### src/cte_pkg.sv
// Shared constants, codes and types of the CLUT texel expander.
`default_nettype none

package cte_pkg;

    localparam int SLOT_W   = 8;
    localparam int WORD_W   = 16;
    localparam int FIRST_W  = 2;
    localparam int COUNT_W  = 3;
    localparam int PIXEL_W  = 32;
    localparam int MODE_W   = 2;
    localparam int CFG_IDX_W = 1;

    // Commands carried by an input item.
    localparam logic CMD_PALETTE = 1'b0;
    localparam logic CMD_EXPAND  = 1'b1;

    // Colour depth modes; the unused fourth code behaves as direct colour.
    localparam logic [MODE_W-1:0] MODE_4BIT   = 2'd0;
    localparam logic [MODE_W-1:0] MODE_8BIT   = 2'd1;
    localparam logic [MODE_W-1:0] MODE_DIRECT = 2'd2;

    localparam logic [MODE_W-1:0] TRANS_HALF = 2'd0;

    // Configuration register indexes.
    localparam logic [CFG_IDX_W-1:0] CFG_DEPTH_MODE = 1'b0;
    localparam logic [CFG_IDX_W-1:0] CFG_TRANS_MODE = 1'b1;

    // Request presented to every lane at the edge an item is accepted.
    typedef struct packed {
        logic              wr_en;
        logic              rd_en;
        logic [SLOT_W-1:0] slot;
        logic [WORD_W-1:0] word;
        logic [MODE_W-1:0] depth_mode;
    } lane_req_t;

    // Item information held alongside the lanes' palette read registers.
    typedef struct packed {
        logic              direct;
        logic [WORD_W-1:0] word;
        logic [MODE_W-1:0] trans_mode;
    } lane_stage_t;

endpackage

`default_nettype wire

### src/cte_lane.sv
// One expansion lane: texel index selection, a private palette copy and colour expansion.
`default_nettype none

module cte_lane #(
    parameter int PALETTE_DEPTH = 256
) (
    input  wire logic                        clk,
    input  wire logic                        rst_n,
    input  wire cte_pkg::lane_req_t          req,
    input  wire logic [cte_pkg::FIRST_W-1:0] texel,
    input  wire logic                        active,
    input  wire cte_pkg::lane_stage_t        stage,
    output logic      [cte_pkg::PIXEL_W-1:0] pixel
);
    import cte_pkg::*;

    localparam int AW = (PALETTE_DEPTH > 1) ? $clog2(PALETTE_DEPTH) : 1;
    localparam int SLOTS = 1 << SLOT_W;

    // Reduction of an 8-bit index into the palette depth.
    function automatic logic [SLOTS*AW-1:0] build_mod_table();
        logic [SLOTS*AW-1:0] tbl;
        tbl = '0;
        for (int i = 0; i < SLOTS; i++) begin
            tbl[i*AW +: AW] = AW'(i % PALETTE_DEPTH);
        end
        return tbl;
    endfunction

    // Five-bit channel to eight bits, rounded: (c * 510 + 31) / 62.
    function automatic logic [32*8-1:0] build_chan_lut();
        logic [32*8-1:0] lut;
        lut = '0;
        for (int c = 0; c < 32; c++) begin
            lut[c*8 +: 8] = 8'((c * 510 + 31) / 62);
        end
        return lut;
    endfunction

    localparam logic [SLOTS*AW-1:0] MOD_TABLE = build_mod_table();
    localparam logic [32*8-1:0]     CHAN_LUT  = build_chan_lut();

    logic [WORD_W-1:0] mem [PALETTE_DEPTH];
    logic [WORD_W-1:0] rdata_reg;
    logic              active_reg;
    logic [SLOT_W-1:0] index;
    logic [AW-1:0]     rd_addr;
    logic [AW-1:0]     wr_addr;
    logic [WORD_W-1:0] raw;
    logic [7:0]        red;
    logic [7:0]        green;
    logic [7:0]        blue;
    logic [7:0]        alpha;

    always_comb
    begin
        unique case (req.depth_mode)
            MODE_4BIT:
            begin
                index = {4'h0, 4'(req.word >> {texel, 2'b00})};
            end
            MODE_8BIT:
            begin
                index = texel[0] ? req.word[15:8] : req.word[7:0];
            end
            default:
            begin
                index = '0;
            end
        endcase
    end

    assign rd_addr = MOD_TABLE[index*AW +: AW];
    assign wr_addr = MOD_TABLE[req.slot*AW +: AW];

    always_ff @(posedge clk)
    begin
        if (req.wr_en)
        begin
            mem[wr_addr] <= req.word;
        end
    end

    always_ff @(posedge clk)
    begin
        if (req.rd_en)
        begin
            rdata_reg <= mem[rd_addr];
        end
    end

    always_ff @(posedge clk or negedge rst_n)
    begin
        if (!rst_n)
        begin
            active_reg <= 1'b0;
        end
        else if (req.rd_en)
        begin
            active_reg <= active;
        end
    end

    assign raw   = stage.direct ? stage.word : rdata_reg;
    assign red   = CHAN_LUT[raw[4:0]*8 +: 8];
    assign green = CHAN_LUT[raw[9:5]*8 +: 8];
    assign blue  = CHAN_LUT[raw[14:10]*8 +: 8];

    always_comb
    begin
        if (raw[15])
        begin
            alpha = (stage.trans_mode == TRANS_HALF) ? 8'h7F : 8'hFF;
        end
        else
        begin
            alpha = ((red | green | blue) == 8'h00) ? 8'h00 : 8'hFF;
        end
    end

    // Lanes beyond the item's count give zero.
    assign pixel = active_reg ? {alpha, blue, green, red} : '0;

endmodule

`default_nettype wire

### config.mk
export PLATFORM = sky130hd
export DESIGN_NAME = cte_lane
export DESIGN_NICKNAME = d
export VERILOG_FILES = /design/src/cte_pkg.sv /design/src/cte_lane.sv
export SDC_FILE = /design/constraint.sdc
export NUM_CORES = 2
export LEC_CHECK = 0
export BUFFER_PORTS_ARGS = -buffer_cell sky130_fd_sc_hd__clkbuf_2
export CAP_MARGIN = 20
export CORE_MARGIN = 3
export CORE_UTILIZATION = 55
export CTS_BUF_LIST = sky130_fd_sc_hd__clkbuf_4
export DETAILED_ROUTE_END_ITERATION = 6
export GPL_TIMING_DRIVEN = 0
export HOLD_SLACK_MARGIN = 0.03
export PLACE_DENSITY = 0.68
export REMOVE_ABC_BUFFERS = 1
export SYNTH_ARGS = -nofsm -noshare
export SYNTH_HDL_FRONTEND = slang
export SYNTH_SLANG_ARGS = --single-unit
### constraint.sdc
create_clock -name clk -period 6.65 [get_ports clk]
set_clock_uncertainty 0.1 [all_clocks]
set_input_delay 0.9975 -clock clk [delete_from_list [all_inputs] [get_ports clk]]
set_output_delay 0.9975 -clock clk [all_outputs]
set_load 0.02 [all_outputs]
# Yosys cells after proc, flatten, opt, wreduce, memory -nomap -nowiden
# Memory sizes are Yosys's and may differ from the RTL's. A register that Yosys moved wholly into a read port is not among the register bits.
# Cells that the tools add are included.
# W data, S select, Z words.
op_classes:
  eq_ne: 1
  shifts: 6
  mux: 9
  bitwise: 2
  n_reduce_logical: 3
ops:
  columns: ["op", "count"]
  rows:
  - ["$shiftx A2048 B12 Y8 const A", 2]
  - ["$shiftx A256 B9 Y8 const A", 3]
  - ["$mux W32", 1]
  - ["$mux W8", 4]
  - ["$mux W16", 1]
  - ["$or A8 B8 Y8", 2]
  - ["$pmux W8 S2", 1]
  - ["$shr A16 B4 Y4", 1]
  - ["$logic_not A8 Y1", 1]
  - ["$logic_not A2 Y1", 2]
  - ["$eq A2 B1 Y1 const B", 1]
  - ["$mux W1", 2]
totals:
  reg_bits: 1
  ramBits: 4096
  input_bits: 52
  output_inout_bits: 32
  elab_cells: 23
  memories: 1
mem_list:
  columns: ["memory", "words", "word_bits", "rd", "rd_ports_with_merged_regs", "write_ports", "line_no", "rtl"]
  rows:
  - ["mem", 256, 16, 1, 1, 1, "cte_lane.sv:43", "logic [WORD_W-1:0] mem [PALETTE_DEPTH];"]

# Logic depth before layout (Yosys ltp)
logic_depth:
  ltp_word: 8
  mapped_depth: 19

# Least setup slack after synthesis
# OpenSTA, ideal clock, no wires.
synth_path:
  path_type: "input-to-output"
  from: "in stage[18] (netlist bit)"
  to: "out pixel[31] (netlist bit)"
  arrival_ps: 3515
  setup_slack_ps: 2038
  path_stages: 7
  path_buffers: 2
  path_cell_list: "clkbuf_1 -> clkbuf_1 -> mux2i_1 -> nand4_1 -> nor3_1 -> a21boi_0 -> o31a_1"
synth_via:
  elab_chain_cells: 8
  elab_cells_between_ends: 10
synth_lines:
  columns: ["item", "line_no", "rtl"]
  rows:
  - ["start: declaration", "cte_lane.sv:12", "input wire cte_pkg::lane_stage_t stage,"]
  - ["$mux W16 (*)", "cte_lane.sv:104", "assign raw = stage.direct ? stage.word : rdata_reg;"]
  - ["$shiftx A256 B9 Y8 (on tied branches)", "cte_lane.sv:105, cte_lane.sv:106", null]
  - ["$or A8 B8 Y8 (2 in series)", "cte_lane.sv:117", "alpha = ((red | green | blue) == 8'h00) ? 8'h00 : 8'hFF;"]
  - ["$logic_not A8 Y1", "cte_lane.sv:117", null]
  - ["$mux W8", "cte_lane.sv:117", null]
  - ["$mux W8 (*)", "cte_lane.sv:111", "if (raw[15])"]
  - ["$mux W32 (*)", "cte_lane.sv:122", "assign pixel = active_reg ? {alpha, blue, green, red} : '0;"]
  - ["end: declaration", "cte_lane.sv:13", "output logic [cte_pkg::PIXEL_W-1:0] pixel"]
# Every way passes the cells marked *; elsewhere a longest branch is shown, timed or not.

# Worst setup path in the final report
layout_path:
  from: "in req[3] (netlist bit)"
  to: "reg rdata_reg[4], read port of mem (data pin)"
layout_via:
  elab_chain_cells: 3
  elab_cells_between_ends: 4
layout_lines:
  columns: ["item", "line_no", "rtl"]
  rows:
  - ["start: declaration", "cte_lane.sv:9", "input wire cte_pkg::lane_req_t req,"]
  - ["$shr A16 B4 Y4 / $mux W8 (equally long branches)", "cte_lane.sv:60, cte_lane.sv:64", null]
  - ["$pmux W8 S2 (*)", "cte_lane.sv:57", "unique case (req.depth_mode)"]
  - ["$shiftx A2048 B12 Y8 (*)", "cte_lane.sv:73", "assign rd_addr = MOD_TABLE[index*AW +: AW];"]
  - ["end: declaration", "cte_lane.sv:44", "logic [WORD_W-1:0] rdata_reg;"]
# Marks and branches as above.
# A chain may end at the register's enable or synchronous reset.

==> run metrics <==
H-tree depth=7; Synth Flop Type=edfxtp_1; die height=544 um; async set or reset register ratio after synthesis=less than 1%; initial antenna violation count=32; share of layout cells above drive strength 1=between 20 and 30%; Post-Synth Simple-Gate Area=under 10%; fin cells=14.5k; placed cells=12.7k; vias in the first global route=roughly 93k; vias per cell=between 6 and 7; Worst EP required=7.88 ns; area of placed instances=approximately 170000 sq um; Pre-antenna DRT Iters=7; io pins=84; fin crit period=between 6 and 7 ns; Final setup violation count=7; critical-path maximum fanout=about 90; PwrDens=287 nW/um^2; area grow syn2layout=17.0%; Max rail drop VDD=between 0.15 and 0.2 mV; clk sinks=~4.1k; Clock Power Share=38.5%; internal cell power=between 40000 and 50000 uW; Max Cap Viol=0; Fill cells=between 15k and 20k; Tcrit/Tclk final=103%; Largest delay share family, worst path=buffers and inverters; Slew Viols, Final=0; Clock Path Buffers=5; DIE AREA=around 300000 sq um; status=complete, but fails checks; Flop pwr share=a little over half; clock slew at reported path FFs=0.06 ns; post-synth cell types=between 60 and 70; Synth Area in Compound Gates=5.44%; DR vias=around 95k; fin area=~190000 sq um; adder-cell share of the synthesized area=0%; worst-path cell chain=dlygate4sd3_1, clkbuf_8, buf_16, buf_16, buf_16, buf_16, mux2i_1, a21oi_4, buf_12, and2_4, buf_16, buf_16, buf_16, mux4_2, a22oi_1, nand3_1, a311oi_2, a31oi_1, or4_1; number of flops mapped to enable cells by yosys=between 4k and 5k; WL final=approximately 470000 um; setup tns final=-0.542 ns; Logic pwr share=a little under 8%; Cell Rows=196; switch share=23.6%; Fin. Hold Viols=0; commonest non-fill, non-tap cell in the layout=edfxtp_1; Tightest Pin Transition=about 1.3 ns; worst setup margin=-0.178 ns; max incr delay on CP=0.67 ns; Worst Hold Class=in -> reg; Remaining DRCs=6; synthesized area=roughly 160000 sq um; main combinational cell family by area after synthesis=multiplexers; Post-Syn Instances=8877; Crit. End Element=flip-flop; grt ovf=0; crit path launch type=primary input; Slew headroom=approximately 14%; placer's final routability congestion estimate=slightly below 0.9; most frequent cells in the layout=edfxtp_1, clkbuf_4, nand2_1; WP buf/inv=10; Mean Syn Cell Area=~18 sq um; root buffer cell=clkbuf_4; CORE AREA=286000 sq um; global-route wire length before repair=approximately 660000 um; Largest register FFs=4096; pre-CTS setup slack=-2.37 ns; fin nets=about 10k; RSZ-0062 raised after global routing=true; Leakage=roughly 0.06 uW; P_sw=between 10000 and 15000 uW; mux cell area share after synthesis=a little under a tenth; failing checks=design-rule violations, negative setup slack; worst endpoint data arrival time=8.06 ns; Avg WL per Cell=roughly 32 um; worst setup path class=in -> reg; GRT Total Usage=between 30% and 40%; 1st-iter DRT viols=14.6k; Yosys reg bits=4113; XOR/XNOR Fraction of Synth Area=less than 1%; CTS tree=done; Yosys warning count=0; post-synthesis sequential area ratio=~78%; Detailed Place HPWL=between 200000 and 300000 um; Initial Util=55.5%; Crit path top cell by count=buf_16; Max stage delay cell, worst path=or4_1; Max Clk Rate=around 150 MHz; Worst-Skew Late Latency=1.66 ns; post-detailed-route count of antenna-violating nets=0; number of port buffers=83; CTS buffer count=approximately 1.1k; largest net degree at the start of global routing=around 140; die span in x=~540 um
-- layout make-up --
class,instances,area [sq um],area share [%]
Clock inverter,191,991,0.532
Antenna cell,14,35.0,0.0188
Tap cell,3762,4710,2.53
Sequential cell,4113,124000,66.4
Multi-Input combinational cell,4185,33800,18.1
Inverter,6,22.5,0.0121
Timing Repair Buffer,689,11700,6.31
Clock buffer,1510,11300,6.09
-- cell usage after synthesis, types with 5 or more instances --
master     number  area share, %
edfxtp_1     4112             78
nand2_1      1366            3.2
mux4_2        579            8.2
nor2_1        319           0.75
nand3_1       279           0.88
a22oi_1       274            1.3
a31oi_1       236           0.93
buf_2         219           0.69
clkbuf_1      206           0.49
a21oi_1       165           0.52
mux2i_1       115           0.72
nand4_1        88           0.35
and3_1         86           0.34
buf_4          83           0.39
a221oi_1       69           0.38
a32oi_1        63           0.35
a211oi_1       61           0.29
o21ai_0        58           0.18
a311oi_1       57           0.31
and2_1         51           0.20
buf_1          45           0.11
a31o_2         33           0.18
o31ai_1        29           0.14
a22o_1         28           0.15
nor2b_1        27           0.11
o22ai_1        24          0.094
mux2_2         22           0.16
buf_6          21           0.15
nor3_1         19          0.060
o211ai_1       15          0.071
a32o_1         12          0.076
a21o_1         10          0.047
a41o_1         10          0.063
a222oi_1        7          0.044
a41oi_1         6          0.033
inv_1           6          0.014
o41ai_1         6          0.033
o2111ai_1       5          0.028
o211a_1         5          0.031
o31a_1          5          0.028
or4_1           5          0.024
-- path summary, 6_finish.rpt --
kind	startpoint	endpoint	slack [ns]	cells after the start
max in group asynchronous	rst_n	active_reg	5.69	4
min in group asynchronous	rst_n	active_reg	0.65	4
hold / removal	req[6]	mem[93][4]	0.24	4
setup / recovery	req[3]	rdata_reg[4]	-0.18	19
setup reg to reg	mem[217][11]	rdata_reg[11]	3.03	6
hold reg to reg	mem[131][15]	rdata_reg[15]	0.75	5
-- metrics by stage --
step / hold slack, ns / utilization, % / total power [uW]
finish: 0.242 / 65.0 / 53400
global route: 0.147 / 65.0 / 55200
CTS: 0.0333 / 64.9 / 53500
detailed placement: 0.674 / 60.2 / 33200
global placement: 0.673 / 56.3 / 36400
floorplan: 0.602 / - / 34000
-- cells by family after synthesis --
kind of cell	Yosys count
flops	4113
simple gates	2255
compound gates	1210
mux	716
buf+inv	580
xor+xnor	3
-- worst min-delay path: cells and delay by family --
family,cells,cell delay [ns]
buffers and inverters,4,0.56
-- per-layer routing --
metal / track usage [%] / wire length (um) / part of all wire (%) / vias to the layer above
li1: - / - / - / 38700
met1: 43.4 / 166000 / 36 / 47800
met2: 46.8 / 211000 / 45 / 6962
met3: 10.0 / 63700 / 14 / 1125
met4: 17.6 / 26700 / 5.7 / 12
met5: 0 / 80 / 0.017 / -
-- power groups by stage --
stage	combinational, uW	clock [uW]	sequential [uW]
after detailed placement	3970	0	29200
final	4180	20500	28600
after CTS	4080	20800	28600
after global routing	4320	22200	28600
after floorplan	4880	0	29200
after global placement	7090	0	29400
-- repair_timing --
action | 4_1_cts | 5_1_grt
cloned | 0 | 1
pin swaps | 3 | 0
setup buffers | 3 | 0
resized for setup | 4 | 10
hold endpoints to repair | 1992 | 0
hold buffers | 76 | 0
endpoints found under the setup margin | 10 | 11
Note: power is estimated with default switching activity, not from simulation.
